$ cat config.mk
export PLATFORM = sky130hd
export DESIGN_NAME = matrix_keypad_release_detector_top_flat
export DESIGN_NICKNAME = d
export VERILOG_FILES = /design/src/hdl/mkrd_pkg.sv /design/src/hdl/mkrd_tick_if.sv /design/src/hdl/mkrd_key_if.sv /design/src/hdl/mkrd_decode.sv /design/src/hdl/matrix_keypad_release_detector_top.sv /design/src/flat_wrapper.sv
export SDC_FILE = /design/constraint.sdc
export NUM_CORES = 1
export LEC_CHECK = 0
export BUFFER_PORTS_ARGS = -buffer_cell sky130_fd_sc_hd__buf_2
export CAP_MARGIN = 10
export CORE_MARGIN = 1.5
export CORE_UTILIZATION = 35
export CTS_BUF_LIST = sky130_fd_sc_hd__clkbuf_8
export CTS_CLUSTER_SIZE = 8
export DETAILED_ROUTE_END_ITERATION = 10
export PLACE_DENSITY = 0.61
export SKIP_LAST_GASP = 1
export SYNTH_ARGS = -nofsm -noshare
export SYNTH_HDL_FRONTEND = slang
export SYNTH_SLANG_ARGS = --single-unit
$ cat constraint.sdc
create_clock -name i_clk -period 4.1 [get_ports i_clk]
set_input_delay 0 -clock i_clk [delete_from_list [all_inputs] [get_ports i_clk]]
set_output_delay 0 -clock i_clk [all_outputs]
set_load 0.02 [all_outputs]
$ cat src/hdl/mkrd_pkg.sv
// ----------------------------------------------------------------------------
// mkrd_pkg
// Types and decode tables for the matrix keypad release detector.
// ----------------------------------------------------------------------------
`default_nettype none

package mkrd_pkg;

    typedef logic [7:0] t_byte;
    typedef logic [4:0] t_key;
    typedef logic [7:0] t_count;

    localparam int NUM_MATRIX = 16;
    localparam int NUM_AUX    = 4;
    localparam int NUM_SCAN   = 8;

    localparam t_key   NO_KEY       = 5'd20;
    localparam t_key   AUX_KEY_BASE = 5'd16;
    localparam t_count COUNT_TOP    = 8'd128;
    localparam t_count COUNT_FIRST  = 8'd1;
    localparam t_count MIN_HOLD_RST = 8'd1;
    localparam t_byte  IDLE_NONE    = 8'h0F;
    localparam t_byte  AUX_NONE     = 8'hFF;

    localparam t_byte MATRIX_CODES [NUM_MATRIX] = '{
        8'h77, 8'hB7, 8'hD7, 8'hE7, 8'h7B, 8'hBB, 8'hDB, 8'hEB,
        8'h7D, 8'hBD, 8'hDD, 8'hED, 8'h7E, 8'hBE, 8'hDE, 8'hEE
    };

    localparam t_byte AUX_CODES [NUM_AUX] = '{8'hF7, 8'hFB, 8'hFD, 8'hFE};

    localparam t_byte DRIVE_PATTERNS [NUM_SCAN] = '{
        8'hEF, 8'hDF, 8'hBF, 8'h7F, 8'hFE, 8'hFD, 8'hFB, 8'hF7
    };

    // One scan tick as held in the input register
    typedef struct packed {
        logic  int_level;
        t_byte idle_read;
        t_byte [NUM_SCAN-1:0] scan_read;
        t_byte aux_read;
    } t_tick;

endpackage

`default_nettype wire

$ cat src/hdl/mkrd_tick_if.sv
// ----------------------------------------------------------------------------
// mkrd_tick_if
// Valid/ready channel carrying one scan tick of port readings.
// ----------------------------------------------------------------------------
`default_nettype none

interface mkrd_tick_if;
    logic          valid;
    logic          ready;
    logic          int_level;
    mkrd_pkg::t_byte idle_read;
    mkrd_pkg::t_byte scan_read_0;
    mkrd_pkg::t_byte scan_read_1;
    mkrd_pkg::t_byte scan_read_2;
    mkrd_pkg::t_byte scan_read_3;
    mkrd_pkg::t_byte scan_read_4;
    mkrd_pkg::t_byte scan_read_5;
    mkrd_pkg::t_byte scan_read_6;
    mkrd_pkg::t_byte scan_read_7;
    mkrd_pkg::t_byte aux_read;

    modport source (
        output valid, int_level, idle_read,
        output scan_read_0, scan_read_1, scan_read_2, scan_read_3,
        output scan_read_4, scan_read_5, scan_read_6, scan_read_7,
        output aux_read,
        input  ready
    );

    modport sink (
        input  valid, int_level, idle_read,
        input  scan_read_0, scan_read_1, scan_read_2, scan_read_3,
        input  scan_read_4, scan_read_5, scan_read_6, scan_read_7,
        input  aux_read,
        output ready
    );
endinterface

`default_nettype wire

$ cat src/hdl/mkrd_key_if.sv
// ----------------------------------------------------------------------------
// mkrd_key_if
// Valid/ready channel carrying one released key code.
// ----------------------------------------------------------------------------
`default_nettype none

interface mkrd_key_if;
    logic           valid;
    logic           ready;
    mkrd_pkg::t_key key_code;

    modport source (output valid, key_code, input ready);
    modport sink   (input valid, key_code, output ready);
endinterface

`default_nettype wire

$ cat src/hdl/mkrd_decode.sv
// ----------------------------------------------------------------------------
// mkrd_decode
// Table decode of one scan tick into a key number, or NO_KEY.
// ----------------------------------------------------------------------------
`default_nettype none

module mkrd_decode (
    input  mkrd_pkg::t_tick i_tick,
    output mkrd_pkg::t_key  o_key
);

    mkrd_pkg::t_key matrix_key;
    mkrd_pkg::t_key aux_key;
    logic           aux_hit;

    // Later scan patterns take priority; a reading equal to its own drive
    // pattern means nothing pressed on that pattern.
    always_comb begin
        matrix_key = mkrd_pkg::NO_KEY;
        if (i_tick.idle_read != mkrd_pkg::IDLE_NONE) begin
            for (int p = 0; p < mkrd_pkg::NUM_SCAN; p++) begin
                if (i_tick.scan_read[p] != mkrd_pkg::DRIVE_PATTERNS[p]) begin
                    for (int i = 0; i < mkrd_pkg::NUM_MATRIX; i++) begin
                        if (i_tick.scan_read[p] == mkrd_pkg::MATRIX_CODES[i]) begin
                            matrix_key = mkrd_pkg::t_key'(i);
                        end
                    end
                end
            end
        end
    end

    always_comb begin
        aux_key = mkrd_pkg::NO_KEY;
        aux_hit = 1'b0;
        if (i_tick.aux_read != mkrd_pkg::AUX_NONE) begin
            for (int i = 0; i < mkrd_pkg::NUM_AUX; i++) begin
                if (i_tick.aux_read == mkrd_pkg::AUX_CODES[i]) begin
                    aux_key = mkrd_pkg::AUX_KEY_BASE + mkrd_pkg::t_key'(i);
                    aux_hit = 1'b1;
                end
            end
        end
    end

    assign o_key = aux_hit ? aux_key : matrix_key;

endmodule

`default_nettype wire

$ cat src/hdl/matrix_keypad_release_detector_top.sv
// ----------------------------------------------------------------------------
// matrix_keypad_release_detector_top
// Arms on the key interrupt, tracks the held key and hold count per scan
// tick, and reports the key on release once held long enough.
// ----------------------------------------------------------------------------
//  channel    dir  handshake      payload
//  i_tick     in   valid/ready    int_level, idle_read, scan_read_0..7, aux_read
//  o_key      out  valid/ready    key_code
//  i_cfg_*    in   write enable   min_hold
//
//  One tick per cycle unless stalled. A tick is registered on transfer and
//  decoded from the input register; when it moves on, state is updated and
//  any release is loaded into the output register, which offers the result.
//  Reset clears the armed flag, held key, hold count and min_hold (to 1).
//  A tick that would report stalls in the input register only while the
//  output register is full and not being taken.
// ----------------------------------------------------------------------------
`default_nettype none

module matrix_keypad_release_detector_top (
    input  wire             i_clk,
    input  wire             i_rst_n,
    mkrd_tick_if.sink       i_tick,
    mkrd_key_if.source      o_key,
    input  wire             i_cfg_we,
    input  mkrd_pkg::t_byte i_cfg_data
);

    logic             r_in_valid;
    mkrd_pkg::t_tick  r_in;
    logic             r_out_valid;
    mkrd_pkg::t_key   r_out_key;
    logic             r_armed;
    mkrd_pkg::t_key   r_held;
    mkrd_pkg::t_count r_count;
    mkrd_pkg::t_count r_min_hold;

    mkrd_pkg::t_key   key_now;
    mkrd_pkg::t_count n_count;
    logic             emit;
    logic             step;
    logic             in_take;

    mkrd_decode u_decode (
        .i_tick (r_in),
        .o_key  (key_now)
    );

    assign emit = r_armed && (key_now == mkrd_pkg::NO_KEY) && (r_count != '0)
                  && (r_count >= r_min_hold) && (r_held < mkrd_pkg::NO_KEY);

    assign step    = r_in_valid && (!emit || !r_out_valid || o_key.ready);
    assign in_take = i_tick.valid && i_tick.ready;

    assign i_tick.ready = !r_in_valid || step;

    assign n_count = (r_count >= mkrd_pkg::COUNT_TOP) ? mkrd_pkg::COUNT_FIRST
                                                      : r_count + 8'd1;

    // input register
    always_ff @(posedge i_clk) begin
        if (!i_rst_n) begin
            r_in_valid <= 1'b0;
        end else if (in_take) begin
            r_in_valid <= 1'b1;
        end else if (step) begin
            r_in_valid <= 1'b0;
        end
    end

    always_ff @(posedge i_clk) begin
        if (in_take) begin
            r_in.int_level    <= i_tick.int_level;
            r_in.idle_read    <= i_tick.idle_read;
            r_in.scan_read[0] <= i_tick.scan_read_0;
            r_in.scan_read[1] <= i_tick.scan_read_1;
            r_in.scan_read[2] <= i_tick.scan_read_2;
            r_in.scan_read[3] <= i_tick.scan_read_3;
            r_in.scan_read[4] <= i_tick.scan_read_4;
            r_in.scan_read[5] <= i_tick.scan_read_5;
            r_in.scan_read[6] <= i_tick.scan_read_6;
            r_in.scan_read[7] <= i_tick.scan_read_7;
            r_in.aux_read     <= i_tick.aux_read;
        end
    end

    // tracking state
    always_ff @(posedge i_clk) begin
        if (!i_rst_n) begin
            r_armed <= 1'b0;
            r_held  <= mkrd_pkg::NO_KEY;
            r_count <= '0;
        end else if (step) begin
            if (!r_armed) begin
                if (!r_in.int_level) begin
                    r_armed <= 1'b1;
                    r_count <= '0;
                end
            end else begin
                r_held <= key_now;
                if (key_now == mkrd_pkg::NO_KEY) begin
                    r_armed <= 1'b0;
                end else begin
                    r_count <= n_count;
                end
            end
        end
    end

    always_ff @(posedge i_clk) begin
        if (!i_rst_n) begin
            r_min_hold <= mkrd_pkg::MIN_HOLD_RST;
        end else if (i_cfg_we) begin
            r_min_hold <= i_cfg_data;
        end
    end

    // result register
    always_ff @(posedge i_clk) begin
        if (!i_rst_n) begin
            r_out_valid <= 1'b0;
        end else if (step && emit) begin
            r_out_valid <= 1'b1;
        end else if (o_key.ready) begin
            r_out_valid <= 1'b0;
        end
    end

    always_ff @(posedge i_clk) begin
        if (step && emit) begin
            r_out_key <= r_held;
        end
    end

    assign o_key.valid    = r_out_valid;
    assign o_key.key_code = r_out_key;

`ifndef NO_ASSERTIONS
    a_count_range: assert property (@(posedge i_clk) disable iff (!i_rst_n)
        r_count <= mkrd_pkg::COUNT_TOP)
        else $error("hold count beyond top");

    a_out_key_valid: assert property (@(posedge i_clk) disable iff (!i_rst_n)
        r_out_valid |-> (r_out_key < mkrd_pkg::NO_KEY))
        else $error("reported key out of range");

    a_release_disarms: assert property (@(posedge i_clk) disable iff (!i_rst_n)
        (step && emit) |=> (!r_armed && r_out_valid
                            && r_held == mkrd_pkg::NO_KEY))
        else $error("release did not disarm and report");

    a_hold_advances: assert property (@(posedge i_clk) disable iff (!i_rst_n)
        (step && r_armed && key_now != mkrd_pkg::NO_KEY)
            |=> (r_armed && r_count != '0))
        else $error("valid decode did not advance hold count");
`endif

endmodule

`default_nettype wire
$ cat src/flat_wrapper.sv
// flat-port wrapper written by rule: the top's interface ports become plain ports
module matrix_keypad_release_detector_top_flat 
  (i_clk, i_rst_n, i_cfg_we, i_cfg_data, i_tick_valid, i_tick_int_level, i_tick_idle_read, i_tick_scan_read_0, i_tick_scan_read_1, i_tick_scan_read_2, i_tick_scan_read_3, i_tick_scan_read_4, i_tick_scan_read_5, i_tick_scan_read_6, i_tick_scan_read_7, i_tick_aux_read, i_tick_ready, o_key_valid, o_key_key_code, o_key_ready);
  mkrd_tick_if i_tick_i ();
  mkrd_key_if o_key_i ();
  input  wire i_clk;
  input  wire i_rst_n;
  input  wire i_cfg_we;
  input  mkrd_pkg::t_byte i_cfg_data;
  input wire logic [$bits(i_tick_i.valid)-1:0] i_tick_valid;
  input wire logic [$bits(i_tick_i.int_level)-1:0] i_tick_int_level;
  input wire logic [$bits(i_tick_i.idle_read)-1:0] i_tick_idle_read;
  input wire logic [$bits(i_tick_i.scan_read_0)-1:0] i_tick_scan_read_0;
  input wire logic [$bits(i_tick_i.scan_read_1)-1:0] i_tick_scan_read_1;
  input wire logic [$bits(i_tick_i.scan_read_2)-1:0] i_tick_scan_read_2;
  input wire logic [$bits(i_tick_i.scan_read_3)-1:0] i_tick_scan_read_3;
  input wire logic [$bits(i_tick_i.scan_read_4)-1:0] i_tick_scan_read_4;
  input wire logic [$bits(i_tick_i.scan_read_5)-1:0] i_tick_scan_read_5;
  input wire logic [$bits(i_tick_i.scan_read_6)-1:0] i_tick_scan_read_6;
  input wire logic [$bits(i_tick_i.scan_read_7)-1:0] i_tick_scan_read_7;
  input wire logic [$bits(i_tick_i.aux_read)-1:0] i_tick_aux_read;
  output wire logic [$bits(i_tick_i.ready)-1:0] i_tick_ready;
  output wire logic [$bits(o_key_i.valid)-1:0] o_key_valid;
  output wire logic [$bits(o_key_i.key_code)-1:0] o_key_key_code;
  input wire logic [$bits(o_key_i.ready)-1:0] o_key_ready;
  assign i_tick_i.valid = i_tick_valid;
  assign i_tick_i.int_level = i_tick_int_level;
  assign i_tick_i.idle_read = i_tick_idle_read;
  assign i_tick_i.scan_read_0 = i_tick_scan_read_0;
  assign i_tick_i.scan_read_1 = i_tick_scan_read_1;
  assign i_tick_i.scan_read_2 = i_tick_scan_read_2;
  assign i_tick_i.scan_read_3 = i_tick_scan_read_3;
  assign i_tick_i.scan_read_4 = i_tick_scan_read_4;
  assign i_tick_i.scan_read_5 = i_tick_scan_read_5;
  assign i_tick_i.scan_read_6 = i_tick_scan_read_6;
  assign i_tick_i.scan_read_7 = i_tick_scan_read_7;
  assign i_tick_i.aux_read = i_tick_aux_read;
  assign i_tick_ready = i_tick_i.ready;
  assign o_key_valid = o_key_i.valid;
  assign o_key_key_code = o_key_i.key_code;
  assign o_key_i.ready = o_key_ready;
  matrix_keypad_release_detector_top u_core (.i_clk(i_clk), .i_rst_n(i_rst_n), .i_tick(i_tick_i), .o_key(o_key_i), .i_cfg_we(i_cfg_we), .i_cfg_data(i_cfg_data));
endmodule
; ---- Word-level counts from Yosys, hierarchy flattened
; Cells that the tools add are included.
; W data, S select, Z words.
[totals]
regBits = 110
latchBits = 0
ramBits = 0
mem_bits_ro = 0
in_bits = 94
out_inout_bits = 7
word_cells = 347
memories = 0
[classes]
add_sub_neg = 1
multipliers = 0
div_mod_pow = 0
magnitude_cmp = 3
n_eq_ne = 145
n_shift = 0
n_mux = 162
n_bitwise = 0
reduce_logical = 18
[op_table]
columns = operator, n
row1 = $eq A8 B8 Y1 const B, 100
row2 = $mux W5, 145
row3 = $eq A8 B7 Y1 const B, 32
row4 = $ne A8 B8 Y1 const B, 8
row5 = $mux W8, 4
row6 = $mux W1, 12
row7 = $add A8 B1 Y8 const B, 1
row8 = $ge A8 B8 Y1, 1
row9 = $ge A8 B8 Y1 const B, 1
row10 = $ne A8 B4 Y1 const B, 1
row11 = $ne A8 B7 Y1 const B, 1
row12 = $reduce_bool A8 Y1, 1
row13 = $logic_and A1 B1 Y1, 7
row14 = $eq A5 B5 Y1 const B, 1
row15 = $lt A5 B5 Y1 const B, 1
row16 = $ne A2 B2 Y1 const B, 2
row17 = $reduce_bool A2 Y1, 2
row18 = $logic_not A1 Y1, 3
row19 = $logic_or A1 B1 Y1, 3
row20 = $mux W3, 1
row21 = $reduce_and A3 Y1, 1
row22 = $reduce_and A2 Y1, 1

; ---- Depth between registers and ports, before layout
[logic_depth]
depth_word = 154
mapped_depth = 13

; ---- Modules after synthesis
; A second synthesis with hierarchy kept.
[hier_totals]
cells_unflattened = 689
hier_area_um2 = 6775.2
[by_module_without_submodules]
columns = mod, instances, cells_per_inst, area_each_um2, seq_area_each_um2
row1 = matrix_keypad_release_detector_top, 1, 241, 4007.6, 3062.9
row2 = mkrd_decode, 1, 448, 2767.7, 0.0

; ---- Worst setup path after synthesis
; OpenSTA, ideal clock, no wires.
[synth_timing]
kind = register to register
startpoint = reg u_core.r_in[71] (netlist bit)
endpoint = reg u_core.r_in[0] (netlist bit), enable pin
setup_time_ps = 448
t_arrival_ps = 3937
slack_ps = -286
stages_incl_launch_ff = 11
n_path_buf = 1
path_cell_list = edfxtp_1 > buf_4 > xnor2_1 > a211oi_1 > nor2_1 > o32a_1 > nor4b_1 > a31oi_2 > nor4_2 > nand2_1 > and2_1
[synth_between]
elab_chain_cells = 31
word_cells_on_any_way = 47
classes_between = eq/ne: 18 / mux: 19 / reduce/logical: 10
[synth_rtl]
columns = item, line_no
row1 = start: declaration, matrix_keypad_release_detector_top.sv:30  ; mkrd_pkg::t_tick r_in;
row2 = $eq A8 B7 Y1, mkrd_decode.sv:24  ; if (i_tick.scan_read[p] == mkrd_pkg::MATRIX_CODES[i]) begin
row3 = $mux W5 (16 in a row), mkrd_decode.sv:24
row4 = $mux W5 (*), mkrd_decode.sv:22  ; if (i_tick.scan_read[p] != mkrd_pkg::DRIVE_PATTERNS[p]) begin
row5 = $mux W5 (*), mkrd_decode.sv:20  ; if (i_tick.idle_read != mkrd_pkg::IDLE_NONE) begin
row6 = $mux W5 (*), mkrd_decode.sv:46  ; assign o_key = aux_hit ? aux_key : matrix_key;
row7 = $eq A5 B5 Y1 (*), matrix_keypad_release_detector_top.sv:49  ; assign emit = r_armed && (key_now == mkrd_pkg::NO_KEY) && (r_count != '0)
row8 = $logic_and A1 B1 Y1 (*) (2 in a row), matrix_keypad_release_detector_top.sv:49
row9 = $logic_and A1 B1 Y1 (*) (2 in a row), matrix_keypad_release_detector_top.sv:50  ; && (r_count >= r_min_hold) && (r_held < mkrd_pkg::NO_KEY);
row10 = $logic_not A1 Y1 (*), matrix_keypad_release_detector_top.sv:52  ; assign step = r_in_valid && (!emit || !r_out_valid || o_key.ready);
row11 = $logic_or A1 B1 Y1 (*) (2 in a row), matrix_keypad_release_detector_top.sv:52
row12 = $logic_and A1 B1 Y1 (*), matrix_keypad_release_detector_top.sv:52
row13 = $logic_or A1 B1 Y1 (*), matrix_keypad_release_detector_top.sv:55  ; assign i_tick.ready = !r_in_valid || step;
row14 = via i_tick_ready, flat_wrapper.sv:22  ; output wire logic [$bits(i_tick_i.ready)-1:0] i_tick_ready;
row15 = $logic_and A1 B1 Y1 (*), matrix_keypad_release_detector_top.sv:53  ; assign in_take = i_tick.valid && i_tick.ready;
row16 = via u_core.in_take, matrix_keypad_release_detector_top.sv:42  ; logic in_take;
; Mark *: on every way through the listed nets, which the timed path passes. The rest lies on a longest branch.
; A chain may end at the register's enable or synchronous reset.

; ---- Worst setup path in the final report
[layout_timing]
startpoint = reg u_core.r_in[30] (netlist bit)
endpoint = reg u_core.r_in[51] (netlist bit), enable pin
[layout_between]
elab_chain_cells = 118
word_cells_on_any_way = 134
classes_between = eq/ne: 18 / mux: 106 / reduce/logical: 10
[layout_rtl]
columns = item, line_no
row1 = $eq A8 B7 Y1, mkrd_decode.sv:24
row2 = $mux W5 (16 in a row), mkrd_decode.sv:24
row3 = $mux W5 (*), mkrd_decode.sv:22
row4 = $mux W5 (*), mkrd_decode.sv:20
row5 = $mux W5 (16 in a row), mkrd_decode.sv:24
row6 = $mux W5 (*), mkrd_decode.sv:22
row7 = $mux W5 (*), mkrd_decode.sv:20
row8 = $mux W5 (16 in a row), mkrd_decode.sv:24
row9 = [... 55 more ...], n/a
row10 = $logic_and A1 B1 Y1 (*) (2 in a row), matrix_keypad_release_detector_top.sv:49
row11 = $logic_and A1 B1 Y1 (*) (2 in a row), matrix_keypad_release_detector_top.sv:50
row12 = $logic_not A1 Y1 (*), matrix_keypad_release_detector_top.sv:52
row13 = $logic_or A1 B1 Y1 (*) (2 in a row), matrix_keypad_release_detector_top.sv:52
row14 = $logic_and A1 B1 Y1 (*), matrix_keypad_release_detector_top.sv:52
row15 = $logic_or A1 B1 Y1 (*), matrix_keypad_release_detector_top.sv:55
row16 = $logic_and A1 B1 Y1 (*), matrix_keypad_release_detector_top.sv:53
row17 = via u_core.in_take, matrix_keypad_release_detector_top.sv:42
; Mark *: on every way through the listed nets, which the timed path passes. The rest lies on a longest branch. The select of a mux whose other input is x is not followed.

==> impl_metrics.env <==
export IMPL_status="completed"
export IMPL_dpl_hpwl_um=12290
export IMPL_syn_cell_area_um2=6972
export IMPL_crit_chain="xnor2_1 -> mux2i_1 -> a32o_1 -> a22o_1 -> nor4b_1 -> a31oi_2 -> nor4_2 -> nand2_1 -> and2_4 -> buf_4"
export IMPL_hold_violations=0
export IMPL_insertedDiodeCount=0
export IMPL_io_pins=101
export IMPL_synth_fp_nets=836
export IMPL_crit_buf_inv=1
export IMPL_drt_wl_total_um=17230
export IMPL_postCtsSetupRepairBufs=0
export IMPL_drc=0
export IMPL_gr_total_overflow=0
export IMPL_cts_htree_levels=3
export IMPL_drtIter0Drc=437
export IMPL_drv_slew=0
export IMPL_root_buffer="clkbuf_8"
export IMPL_coreArea_um2=19530
export IMPL_synth_edf_count=86
export IMPL_vias=5972
export IMPL_synthArstFlopShare_pct=0
export IMPL_cp_start_kind="register"
export IMPL_criticalPathCategory="reg -> reg"
export IMPL_synthTopCellsByArea="edfxtp_1 (37%), dfxtp_1 (6.9%), xor2_1 (4.8%), nand2_1 (3.5%), nand3_1 (2.7%)"
export IMPL_synth_common_cells="edfxtp_1 (86), nand2_1 (65), nor2_1 (43)"
export IMPL_clkLatencyLatePin_ns=0.40
export IMPL_cts_hold_buf=94
export IMPL_design_die_area_um2=20770
export IMPL_drtPass1Iterations=5
export IMPL_ys_ff_latch=110
export IMPL_start_util_pct=35.70
export IMPL_multiInputGateArea_um2=3587
export IMPL_place_congestion=0.8677
export IMPL_clk_path_buf_depth=2
export IMPL_drv_cap=0
export IMPL_grt_pass1_vias=5647
export IMPL_slew_headroom_pct=54.36
export IMPL_synthToLayoutAreaGrowth_pct=25.09
export IMPL_power_density_nw_per_um2=291.2
export IMPL_slowest_stage="edfxtp_1"
export IMPL_rsz0062_at_grt="no"
export IMPL_clk_pin_slew_worst_paths_ns=0.11
export IMPL_worstPathArrival_ns=3.56
export IMPL_synth_top_area_cell="edfxtp_1"
export IMPL_instances_no_fill=1155
export IMPL_synth_most_common_cell="edfxtp_1"
export IMPL_die_w_um=144.1
export IMPL_vdd_drop_max_uv=199.0
export IMPL_crit_path_end_kind="register"
export IMPL_fillCellCount=1885
export IMPL_grtUsageTotal_pct=17.07
export IMPL_avgSynthCellArea_um2=9.524
export IMPL_required_ns=4.24
export IMPL_ant_nets=0
export IMPL_grt_antenna_before_repair=0
export IMPL_fin_skew_ns=0.01466
export IMPL_vias_per_cell=5.171
export IMPL_cts_buffers_inserted=9
export IMPL_path_delay_family="simple AND/OR/NAND/NOR gates"
export IMPL_seqCellArea_um2=3063
export IMPL_synth_ff_type="edfxtp_1"
export IMPL_post_route_period_util_pct=83.54
export IMPL_tns_ns=0
export IMPL_cts_resized=0
export IMPL_fin_util_pct=44.66
export IMPL_drive_gt1_share_pct=14.49
export IMPL_seq_area_frac_synth_pct=43.93
export IMPL_max_freq_ghz=0.2920
export IMPL_cp_slowest_stage_delay_ns=0.59
export IMPL_rows=51
export IMPL_yosys_warnings=0
export IMPL_worst_pin_slew_ns=0.6751
export IMPL_crit_path_max_fanout=20
export IMPL_finalSetupViolations=0
export IMPL_p_leak_uw=0.003225
export IMPL_nets=989
export IMPL_yosysTopAreaCellShare_pct=37.04
export IMPL_placedCellCount=1045
export IMPL_grt_pass1_wl_um=27540
export IMPL_syn_inst=732
export IMPL_grt_max_degree=34
export IMPL_netlist_cell_type_count=78
export IMPL_io_buffers=100
export IMPL_cts_tree="done"
export IMPL_drt_wirelength_per_cell_um=14.92
export IMPL_cts_sinks=110
export IMPL_die_y_um=144.1
export IMPL_hp_class="in -> reg"
export IMPL_min_period_ns=3.425
## worst register-to-register path, cell delays in order, from the launching register on
cell	delay, ns
edfxtp_1	0.59
xnor2_1	0.34
mux2i_1	0.11
a32o_1	0.29
a22o_1	0.23
nor4b_1	0.36
a31oi_2	0.20
nor4_2	0.41
nand2_1	0.11
and2_4	0.26
buf_4	0.26
## worst paths after layout
check        slack, ns  depth (start not counted)                       end             start
min               0.04                          3      u_core.r_min_hold[2]          i_cfg_we
max               0.67                         10           u_core.r_in[51]   u_core.r_in[30]
max reg2reg       0.67                         10           u_core.r_in[51]   u_core.r_in[30]
min reg2reg       0.44                          0  u_core.o_key.key_code[1]  u_core.r_held[1]
## through the flow
stage	instance area (um^2)	setup WS, ns	hold slack, ns	total power, uW
2_1_floorplan	6973	0.6010	0.09887	1734
3_3_place_gp	7600	0.7451	0.1770	1857
3_5_place_dp	7600	0.7243	0.1781	1859
4_1_cts	8721	0.6651	0.01271	2563
5_1_grt	8721	0.3742	0.04196	2683
6_report	8721	0.6750	0.03641	2539
## layout make-up
| cell class | instances | share of cell area, % |
|---|---|---|
| Clock buffer | 10 | 1.578 |
| Clock inverter | 6 | 0.4878 |
| Inverter | 22 | 0.9469 |
| Multi-Input combinational cell | 545 | 41.13 |
| Sequential cell | 110 | 35.12 |
| Tap cell | 265 | 3.802 |
| Timing Repair Buffer | 197 | 16.93 |
## state kept, by name, summed over array words and instances, names as in the netlist
signal	cells
u_core.r_count	8
u_core.r_min_hold	8
u_core.r_in_valid	1
u_core.o_key.key_code	5
u_core.r_armed	1
u_core.r_held	5
u_core.o_key.valid	1
u_core.r_in	81
## routing by layer
| layer | up-vias | GRT usage, % | wire length [um] |
|---|---|---|---|
| met1 | 2757 | 22.81 | 8209 |
| met5 | - | 0 | 0 |
| met3 | 20 | 3.046 | 675 |
| met4 | 0 | 5.476 | 327 |
| li1 | 3051 | - | - |
| met2 | 144 | 28.00 | 8022 |
## where the power goes
group	switching, uW	internal, uW	leakage, uW	total, uW
Combinational	226	261	0.00209	487
Sequential	139	1280	0.00104	1420
Clock	388	242	0.0000974	630
## logic make-up after synthesis
family / Yosys count / synth area share (%)
fa+ha+maj: 11 / 1.938
compound gates: 166 / 16.49
buf+inv: 77 / 4.648
simple gates: 293 / 23.28
flops: 110 / 43.93
xor+xnor: 59 / 7.412
mux: 16 / 2.297
## placed cells by master, fill, tap and decap left out, types with 5 or more instances in the layout
cell type	netlist	final
nand4b_1	14	14
nor3b_1	7	7
nand2b_1	10	10
edfxtp_1	86	86
clkbuf_8	0	10
a21oi_1	32	32
nor3_1	17	17
a31oi_1	9	9
nor2_1	43	43
o32ai_1	5	5
nand2_1	65	65
xor2_1	38	38
xnor2_1	21	21
nand3_1	37	37
o211ai_1	10	10
o31ai_1	5	5
a211oi_1	6	6
buf_2	16	100
o21a_1	7	7
inv_1	22	22
and4b_1	11	11
o22ai_1	6	6
and3_1	5	5
and2_1	8	7
dfxtp_1	24	24
mux2i_1	16	16
o21ai_0	30	30
nand4_1	26	26
dlygate4sd3_1	0	94
nor2b_1	24	24
ha_1	10	10
Power figures use the tool's default switching activity.
